[src/rtl/bf_pkg.sv]
// bf_pkg: shared widths, types and divider tables of the box filter
// no dependencies
package bf_pkg;

    localparam int MAX_WIDTH  = 1024;
    localparam int MAX_RADIUS = 7;
    localparam int RING_ROWS  = 2 * MAX_RADIUS + 1;
    localparam int POS_W      = 10;
    localparam int SIZE_W     = 11;
    localparam int RAD_W      = 3;
    localparam int KW         = 4;
    localparam int PIX_W      = 8;
    localparam int CSUM_W     = 12;
    localparam int WSUM_W     = 16;
    localparam int RECIP_W    = 25;
    localparam int RECIP_SH   = 24;
    localparam int DIV_W      = 8;
    localparam int ADDR_W     = 3;
    localparam int DATA_W     = 32;

    localparam logic [0:0] REG_IMAGE_SIZE    = 1'b0;
    localparam logic [0:0] REG_KERNEL_RADIUS = 1'b1;

    localparam logic [SIZE_W-1:0] SIZE_RESET   = 11'd1024;
    localparam logic [RAD_W-1:0]  RADIUS_RESET = 3'd1;

    typedef struct packed {
        logic              start;
        logic [WSUM_W-1:0] sum;
        logic [RAD_W-1:0]  radius;
    } div_req_t;

    typedef struct packed {
        logic             done;
        logic [PIX_W-1:0] quotient;
    } div_rsp_t;

    // floor(2^24 / (2r+1)^2)
    function automatic logic [RECIP_W-1:0] recip(input logic [RAD_W-1:0] r);
        logic [RECIP_W-1:0] v;
        case (r)
            3'd0:    v = 25'd16777216;
            3'd1:    v = 25'd1864135;
            3'd2:    v = 25'd671088;
            3'd3:    v = 25'd342392;
            3'd4:    v = 25'd207126;
            3'd5:    v = 25'd138654;
            3'd6:    v = 25'd99273;
            default: v = 25'd74565;
        endcase
        return v;
    endfunction

    // (2r+1)^2
    function automatic logic [DIV_W-1:0] area(input logic [RAD_W-1:0] r);
        logic [DIV_W-1:0] v;
        case (r)
            3'd0:    v = 8'd1;
            3'd1:    v = 8'd9;
            3'd2:    v = 8'd25;
            3'd3:    v = 8'd49;
            3'd4:    v = 8'd81;
            3'd5:    v = 8'd121;
            3'd6:    v = 8'd169;
            default: v = 8'd225;
        endcase
        return v;
    endfunction

endpackage

[src/rtl/bf_cell.sv]
// bf_cell: one stage of the column sum chain
// depends on bf_pkg
module bf_cell (
    input  logic                        clk,
    input  logic                        shift,
    input  logic [bf_pkg::CSUM_W-1:0]   din,
    output logic [bf_pkg::CSUM_W-1:0]   dout
);
    logic [bf_pkg::CSUM_W-1:0] val_reg;

    always_ff @(posedge clk)
    begin
        if (shift)
        begin
            val_reg <= din;
        end
    end

    assign dout = val_reg;
endmodule

[config.mk]
export PLATFORM = sky130hd
export DESIGN_NAME = bf_cell
export DESIGN_NICKNAME = d
export VERILOG_FILES = /design/src/rtl/bf_pkg.sv /design/src/rtl/bf_cell.sv
export SDC_FILE = /design/constraint.sdc
export NUM_CORES = 1
export LEC_CHECK = 0
export ABC_AREA = 0
export BUFFER_PORTS_ARGS = -buffer_cell sky130_fd_sc_hd__buf_4
export CAP_MARGIN = 10
export CORE_AREA = 5 5 42 44
export CTS_CLUSTER_SIZE = 24
export DETAILED_ROUTE_END_ITERATION = 8
export DIE_AREA = 0 0 47 49
export REMOVE_ABC_BUFFERS = 1
export SYNTH_ARGS = -nofsm -noshare
export SYNTH_HDL_FRONTEND = slang
export SYNTH_SLANG_ARGS = --single-unit
[constraint.sdc]
create_clock -name clk -period 1.4 [get_ports clk]
set_clock_uncertainty 0.1 [all_clocks]
set_input_delay 0.21 -clock clk [delete_from_list [all_inputs] [get_ports clk]]
set_output_delay 0.21 -clock clk [all_outputs]
set_load 0.05 [all_outputs]
==> results.json <==
{
  "max_stage_delay_ns": 0.38,
  "clk_pin_slew_ns": 0.06,
  "crit_buf_inv": 1,
  "cp-start-kind": "register",
  "fmax_ghz": 0.871,
  "comb.multi_input.count": 0,
  "yosysSeqAreaShare_pct": 100,
  "nNetsFinal": 57,
  "overflow": 0,
  "die_w_microns": 47,
  "relSlewSlack_pct": 89.9,
  "powerDensity_nw_per_um2": 1340,
  "wirelength_met1_microns": 218,
  "multiInputGateArea_sq_um": 0,
  "crit_chain": "buf_4",
  "max_cap_violations": 0,
  "worstSetupEndpointType": "output pin",
  "start_util_pct": 25.7,
  "yosys_warnings": 0,
  "root_buffer": "clkbuf_4",
  "syn_inst": 12,
  "largest_reg_flops": 12,
  "grt_max_degree": 13,
  "cp.required_ns": 1.09,
  "setup_viol": 0,
  "fp.dieH_microns": 49,
  "status": "finished, final reports clean",
  "post-route-period-util_pct": 82.0,
  "ir_drop_mv": 0.643,
  "rsz0062_at_grt": "no",
  "cts_sinks": 12,
  "synthDistinctLibCells": 1,
  "worst_pin_slew_ns": 0.151,
  "layout-drive-gt1-share_pct": 68.3,
  "wl_met3_microns": 171,
  "hold_viol": 0,
  "post-cts-setup-buffers": 0,
  "numPortBuffers": 25,
  "ios": 26,
  "grt_pass1_wl_microns": 1150,
  "syn_to_final_growth_pct": 66.7,
  "cp_top_family": "flip-flops",
  "slowest_stage": "edfxtp_1",
  "ys_ff_latch": 12,
  "via_per_inst": 4.02,
  "cp_max_fo": 1,
  "highest_layer": "met4",
  "remaining_drc_errors": 0,
  "numCtsBuffers": 3,
  "cts_hold_buf": 0,
  "dieArea_sq_um": 2300,
  "synth_area_sq_um": 360,
  "dr.pass1.iters": 2,
  "report.final.slew_viol_count": 0,
  "wl_per_cell_microns": 13.3,
  "gp_congestion": 0.648,
  "setup_tns_ns": 0,
  "wl_microns": 759,
  "grt_pass1_vias": 239,
  "period_minus_slack_ns": 1.15,
  "ant_nets": 0,
  "tritoncts": "done",
  "diodes": 0,
  "num_rows": 14,
  "wl_met2_microns": 360,
  "cp.arrival_ns": 0.84,
  "vias": 229,
  "seq_area_sq_um": 360,
  "grtUsageTotal_pct": 7.96,
  "antenna_found_initial": 0,
  "drt-initial-drc-count": 2,
  "fillers": 135,
  "syn_avg_cell_area_sq_um": 30.0,
  "design.core.area_sq_um": 1400,
  "htreeDepth": 1,
  "hold_ws_ns": 0.0251,
  "cts-root-to-sink-buffers": 2,
  "cts_resized": 0,
  "p_leak_nw": 0.256,
  "holdCritPathClass": "in -> reg",
  "timing_worst_setup_path_type": "reg -> out"
}
[layout by cell type, fill, tap and decap left out]
cell | Yosys | final
buf_4 | 0 | 25
edfxtp_1 | 12 | 12
clkbuf_4 | 0 | 3
dlygate4sd3_1 | 0 | 1
[cell families (layout without fill, tap and decap cells)]
| group | after synthesis | count (layout) | share of synthesized area [%] |
|---|---|---|---|
| buffers and inverters | 0 | 29 | 0 |
| DFF | 12 | 12 | 100 |
[cell usage after synthesis]
library cell  instances  share of area [%]
edfxtp_1             12                100
[routing by layer]
metal	vias up	global-route usage [%]
met2	22	11.1
met3	2	7.01
met5	-	0
met4	0	6.91
met1	97	6.53
li1	108	-
[where the power goes]
part           internal [mW]  switching [mW]
clock                 0.0991          0.0940
sequential             0.427         0.00698
combinational         0.0582           0.118
total                  0.584           0.219
[worst paths after layout]
path	from	to	slack [ns]	cells past startpoint
worst min-delay path	din[0]	dout[0]	0.03	1
worst max-delay path	dout[2]	dout[2]	0.25	1
[final cells by class]
| cell class | instances | area share, % |
|---|---|---|
| Sequential cell | 12 | 60.0 |
| Timing Repair Buffer | 26 | 32.9 |
| Clock buffer | 3 | 3.75 |
| Tap cell | 16 | 3.33 |
[stage by stage]
step / area [sq um] / util [%] / power [mW] / instances / worst slack (ns)
5_1_grt: 601 / 42.9 / 0.848 / 57 / 0.208
6_report: 601 / 42.9 / 0.803 / 57 / 0.251
3_5_place_dp: 568 / 40.5 / 0.618 / 53 / 0.516
3_3_place_gp: 568 / 40.5 / 0.615 / 53 / 0.547
2_1_floorplan: 360 / - / 0.542 / 12 / 0.489
4_1_cts: 591 / 42.1 / 0.818 / 56 / 0.221
Note: power is estimated with default switching activity, not from simulation.
