--- config.mk ---
export PLATFORM = sky130hd
export DESIGN_NAME = bf_div
export DESIGN_NICKNAME = d
export VERILOG_FILES = /design/src/rtl/bf_pkg.sv /design/src/rtl/bf_div.sv
export SDC_FILE = /design/constraint.sdc
export NUM_CORES = 1
export LEC_CHECK = 0
export BUFFER_PORTS_ARGS = -buffer_cell sky130_fd_sc_hd__buf_2
export CORE_ASPECT_RATIO = 1.5
export CORE_MARGIN = 3
export CORE_UTILIZATION = 60
export CTS_CLUSTER_DIAMETER = 120
export DETAILED_ROUTE_END_ITERATION = 12
export MAX_ROUTING_LAYER = met4
export PLACE_DENSITY = 0.8
export SLEW_MARGIN = 20
export SYNTH_ARGS = -nofsm -noshare
export SYNTH_HDL_FRONTEND = slang
export SYNTH_SLANG_ARGS = --single-unit
--- constraint.sdc ---
create_clock -name clk -period 5.3 [get_ports clk]
set_clock_uncertainty 0.2 [all_clocks]
set_input_delay 1.06 -clock clk [delete_from_list [all_inputs] [get_ports clk]]
set_output_delay 1.06 -clock clk [all_outputs]
set_load 0.01 [all_outputs]
--- src/rtl/bf_pkg.sv ---
// bf_pkg: shared widths, types and divider tables of the box filter
// no dependencies
package bf_pkg;

    localparam int MAX_WIDTH  = 1024;
    localparam int MAX_RADIUS = 7;
    localparam int RING_ROWS  = 2 * MAX_RADIUS + 1;
    localparam int POS_W      = 10;
    localparam int SIZE_W     = 11;
    localparam int RAD_W      = 3;
    localparam int KW         = 4;
    localparam int PIX_W      = 8;
    localparam int CSUM_W     = 12;
    localparam int WSUM_W     = 16;
    localparam int RECIP_W    = 25;
    localparam int RECIP_SH   = 24;
    localparam int DIV_W      = 8;
    localparam int ADDR_W     = 3;
    localparam int DATA_W     = 32;

    localparam logic [0:0] REG_IMAGE_SIZE    = 1'b0;
    localparam logic [0:0] REG_KERNEL_RADIUS = 1'b1;

    localparam logic [SIZE_W-1:0] SIZE_RESET   = 11'd1024;
    localparam logic [RAD_W-1:0]  RADIUS_RESET = 3'd1;

    typedef struct packed {
        logic              start;
        logic [WSUM_W-1:0] sum;
        logic [RAD_W-1:0]  radius;
    } div_req_t;

    typedef struct packed {
        logic             done;
        logic [PIX_W-1:0] quotient;
    } div_rsp_t;

    // floor(2^24 / (2r+1)^2)
    function automatic logic [RECIP_W-1:0] recip(input logic [RAD_W-1:0] r);
        logic [RECIP_W-1:0] v;
        case (r)
            3'd0:    v = 25'd16777216;
            3'd1:    v = 25'd1864135;
            3'd2:    v = 25'd671088;
            3'd3:    v = 25'd342392;
            3'd4:    v = 25'd207126;
            3'd5:    v = 25'd138654;
            3'd6:    v = 25'd99273;
            default: v = 25'd74565;
        endcase
        return v;
    endfunction

    // (2r+1)^2
    function automatic logic [DIV_W-1:0] area(input logic [RAD_W-1:0] r);
        logic [DIV_W-1:0] v;
        case (r)
            3'd0:    v = 8'd1;
            3'd1:    v = 8'd9;
            3'd2:    v = 8'd25;
            3'd3:    v = 8'd49;
            3'd4:    v = 8'd81;
            3'd5:    v = 8'd121;
            3'd6:    v = 8'd169;
            default: v = 8'd225;
        endcase
        return v;
    endfunction

endpackage

--- src/rtl/bf_div.sv ---
// bf_div: window sum divided by (2r+1)^2, reciprocal multiply and fixup
// depends on bf_pkg
module bf_div (
    input  logic             clk,
    input  logic             rst_n,
    input  bf_pkg::div_req_t req,
    output bf_pkg::div_rsp_t rsp
);
    logic [2:0]                                       stage_reg;
    logic [bf_pkg::WSUM_W+bf_pkg::RECIP_W-1:0]        prod_reg;
    logic [bf_pkg::WSUM_W-1:0]                        sum_reg;
    logic [bf_pkg::DIV_W-1:0]                         d_reg;
    logic [bf_pkg::WSUM_W-1:0]                        q0_reg;
    logic [bf_pkg::WSUM_W+bf_pkg::DIV_W-1:0]          qd_reg;
    logic [bf_pkg::PIX_W-1:0]                         q_reg;
    logic [bf_pkg::WSUM_W-1:0]                        q0_next;
    logic [bf_pkg::WSUM_W+bf_pkg::DIV_W-1:0]          rem;

    assign q0_next = prod_reg[bf_pkg::RECIP_SH+bf_pkg::WSUM_W-1:bf_pkg::RECIP_SH];
    assign rem     = {{bf_pkg::DIV_W{1'b0}}, sum_reg} - qd_reg;

    always_ff @(posedge clk or negedge rst_n)
    begin
        if (!rst_n)
        begin
            stage_reg <= 3'b000;
        end
        else
        begin
            stage_reg <= {stage_reg[1:0], req.start};
        end
    end

    always_ff @(posedge clk)
    begin
        if (req.start)
        begin
            prod_reg <= (bf_pkg::WSUM_W+bf_pkg::RECIP_W)'(req.sum)
                        * (bf_pkg::WSUM_W+bf_pkg::RECIP_W)'(bf_pkg::recip(req.radius));
            sum_reg  <= req.sum;
            d_reg    <= bf_pkg::area(req.radius);
        end
        if (stage_reg[0])
        begin
            q0_reg <= q0_next;
            qd_reg <= (bf_pkg::WSUM_W+bf_pkg::DIV_W)'(q0_next)
                      * (bf_pkg::WSUM_W+bf_pkg::DIV_W)'(d_reg);
        end
        if (stage_reg[1])
        begin
            if (rem >= (bf_pkg::WSUM_W+bf_pkg::DIV_W)'(d_reg))
            begin
                q_reg <= q0_reg[bf_pkg::PIX_W-1:0] + 8'd1;
            end
            else
            begin
                q_reg <= q0_reg[bf_pkg::PIX_W-1:0];
            end
        end
    end

    assign rsp.done     = stage_reg[2];
    assign rsp.quotient = q_reg;
endmodule
==> flow_metrics.py <==
metrics = {
    "outcome": {
        "status": "finished, violations left",
        "violations": "negative setup slack",
    },
    "route": {
        "wire_per_inst_um": 20.2,
        "vias": 14400,
        "drtPass1Iterations": 5,
        "first_iter_violations": 911,
        "drc_errors": 0,
        "viasPerCell": 5.75,
        "ant_nets": 0,
        "wirelength_um": 50600,
    },
    "grt": {
        "grt_start_max_net_pins": 39,
        "grt.total_usage_pct": 33.3,
        "grt_remaining_overflow": 0,
        "grt_pass1_vias": 16100,
        "grt_pass1_wl_um": 80500,
        "antenna_found_initial": 0,
    },
    "critical_path": {
        "worstPathRequired_ps": 5200,
        "crit-reg2reg-launch": "prod_reg[24]",
        "worstSetupEndpointType": "flop",
        "worst_r2r_endpoint": "qd_reg[23]",
        "worstSetupPathType": "in -> reg",
        "reg2reg_setup_slack_ps": -110,
        "worstPathMaxFanout": 8,
        "start_kind": "primary input",
        "arrival_ps": 7080,
        "reg2regPathDepth": 17,
    },
    "clocking": {
        "ctsHoldBuffers": 0,
        "cts_root_buffer": "clkbuf_16",
        "clk-insertion-delay-late_ps": 350,
        "cts_tree": "done",
        "clkTransAtPathRegs_ps": 70,
        "cts_buffers": 9,
        "htree_levels": 3,
        "cts.sinks": 77,
        "cts_buffer_depth": 2,
    },
    "floorplan": {
        "dieHeight_um": 217,
        "die_w_um": 147,
        "ios": 31,
        "start_util_pct": 61.4,
        "core_area_sq_mm": 0.0290,
        "std_cell_rows": 76,
        "dieArea_sq_mm": 0.0318,
    },
    "logic_synthesis": {
        "synth_seq_cells": 77,
        "netlist.area_leader.share_pct": 37.0,
        "synthXorXnorAreaFrac_pct": 2.17,
        "seq_area_frac_synth_pct": 12.9,
        "synth-edff-count": 74,
        "yosys.area.top_type": "fa_1",
        "synth_async_sr_flop_share_pct": 3.90,
        "ys_top_cells_by_area": "fa_1 (37%), ha_1 (14%), edfxtp_1 (12%)",
        "yosys.area_share.adder_pct": 51.0,
        "synth_cell_type_count": 76,
        "syn_nets": 2456,
        "synth-simple-area-share_pct": 16.2,
        "yosys_warnings": 0,
        "muxShareOfSynthArea_pct": 0.295,
        "syn-mean-instance-area_sq_um": 9.34,
        "synth_area_sq_mm": 0.0178,
        "synthFlopType": "edfxtp_1",
        "synth-compound-area-share_pct": 6.88,
        "netlist_instances": 1906,
        "synth_top_family_by_area": "adder cells",
    },
    "timing": {
        "fmax_mhz": 139,
        "worstMarginPinSlew_ps": 896,
        "fin_crit_ps": 7180,
        "finalCritPeriodShare_pct": 135,
        "setup_tns_ps": -27710,
        "rsz0062_at_grt": "true",
        "final_hold_viol_count": 0,
        "setup_ws_ps": -1880,
        "slew_viol_final": 0,
        "setup_violations": 17,
        "slew-limit-headroom_pct": 40.3,
    },
    "cells_and_area": {
        "drive_above_1_share_pct": 20.3,
        "largest_reg_flops": 21,
        "multi_input_area_sq_mm": 0.0143,
        "diodes": 0,
        "regArea_sq_mm": 0.00230,
        "num-fill-cells": 1982,
        "area_delta_synth_final_pct": 19.1,
        "fin_nets": 2661,
    },
    "place": {
        "port_buffers": 30,
        "post-dp-hpwl_um": 40200,
        "place.gp.congestion": 0.998,
    },
    "job": {
        "maxCapViolations": 0,
    },
    "worst_hold_path": {
        "min_path_type": "in -> async",
    },
}
-- synthesized netlist by cell type, types with 2 or more instances --
cell type / count
and3_1: 35
xnor2_1: 32
o2111ai_1: 7
a41o_1: 2
or3_1: 6
a21oi_1: 36
o21ai_1: 4
nand2b_1: 4
nand2_1: 260
nand4_1: 9
clkbuf_1: 74
a211o_1: 4
o41ai_1: 4
xor2_1: 12
a211oi_1: 12
nor4b_1: 4
and2_1: 154
o21bai_1: 4
nand3_1: 12
nor3b_1: 5
a31oi_1: 6
and3b_1: 2
fa_1: 329
o31a_1: 3
o211ai_1: 7
mux2_2: 2
a31o_2: 2
o31ai_1: 4
a21o_1: 11
ha_1: 199
o21a_1: 17
nor2_1: 52
edfxtp_1: 74
nor2b_1: 12
a2111oi_0: 2
nor3_1: 13
inv_1: 419
dfrtp_1: 3
o311ai_0: 2
nor4_1: 3
o21ba_2: 4
o22ai_1: 2
mux2i_1: 3
o21ai_0: 23
-- cells in the final DEF (no fill, tap or decap), types with 8 or more instances in the layout --
cell,instances
inv_1,407
a21oi_1,25
nand4_1,9
nor2_1,42
xor2_1,8
nor2_4,8
nor3_1,10
nand2_2,21
and2_1,146
buf_6,24
inv_2,11
o21a_1,17
a211oi_1,9
nand2_1,237
ha_4,9
ha_1,187
clkbuf_16,9
nand3_1,12
buf_2,29
buf_12,9
fa_1,317
nor2b_1,9
edfxtp_1,74
o21ai_0,17
a21o_1,10
xnor2_1,32
fa_2,12
and3_1,35
buf_4,201
-- logic make-up after synthesis --
logic type	after synthesis
adder cells (fa/ha/maj)	528
XOR/XNOR	44
AND/OR/NAND/NOR	582
AO/OA/AOI/OAI	173
flip-flops	77
multiplexers	5
buffers and inverters	497
-- through the flow --
stage / hold WS (ps) / utilization [%] / area [sq um] / instances / setup WS (ps)
4_1_cts: 296 / 71.9 / 20900 / 2491 / -1850
2_1_floorplan: 287 / - / 18100 / 1906 / -1810
6_report: 292 / 73.1 / 21200 / 2506 / -1880
3_5_place_dp: 336 / 68.5 / 19900 / 2444 / -2530
5_1_grt: 295 / 73.1 / 21200 / 2506 / -2110
3_3_place_gp: 333 / 68.5 / 19900 / 2444 / -2380
-- worst max-delay path, stage by stage --
cell and delay [ps]:
buf_6 120, buf_6 130, nor2b_4 140, buf_6 160, or2_4 210, nor2b_4 220
nand2_2 70, fa_1 470, fa_1 490, inv_1 50, fa_1 510, fa_1 430
fa_1 510, fa_1 430, ha_1 300, a211o_1 300, o211ai_1 160, a211oi_4 140
o31ai_4 270, a21oi_4 70, a21oi_4 190, a21o_1 210, a311oi_2 120, o2111ai_1 220
nand3_1 90
-- routing by layer --
layer	wire length (um)	track usage (%)	vias up
li1	-	-	6336
met1	16600	33.4	7188
met2	27200	60.8	593
met3	2390	3.10	293
met4	4370	22.5	0
met5	0	-	-
-- timing repair --
action / CTS / global route
gates cloned: 5 / 0
setup buffers: 26 / 16
resized for setup: 110 / 51
pin swaps: 48 / 30
setup endpoints to repair: 20 / 21
-- final cells by class --
type | instances | share of cell area, %
sequential | 77 | 10.8
multi-input combinational | 1334 | 67.5
clock inverter | 7 | 0.384
tap | 390 | 2.30
timing repair buffer | 269 | 10.4
clock buffer | 9 | 1.06
inverter | 420 | 7.49
-- worst max path at each step --
stage               slack, ps  startpoint  cells after the start            to
CTS                     -1850      req[0]                     30  prod_reg[39]
global route            -2110      req[0]                     28  prod_reg[37]
floorplan               -1810      req[1]                     24  prod_reg[38]
finish                  -1880      req[2]                     25  prod_reg[39]
detailed placement      -2530      req[0]                     28  prod_reg[38]
global placement        -2380      req[2]                     28  prod_reg[38]
Power is left out: the tool's default activity adds up to more than one toggle a clock period on the data nets, which glitch-free logic cannot reach.
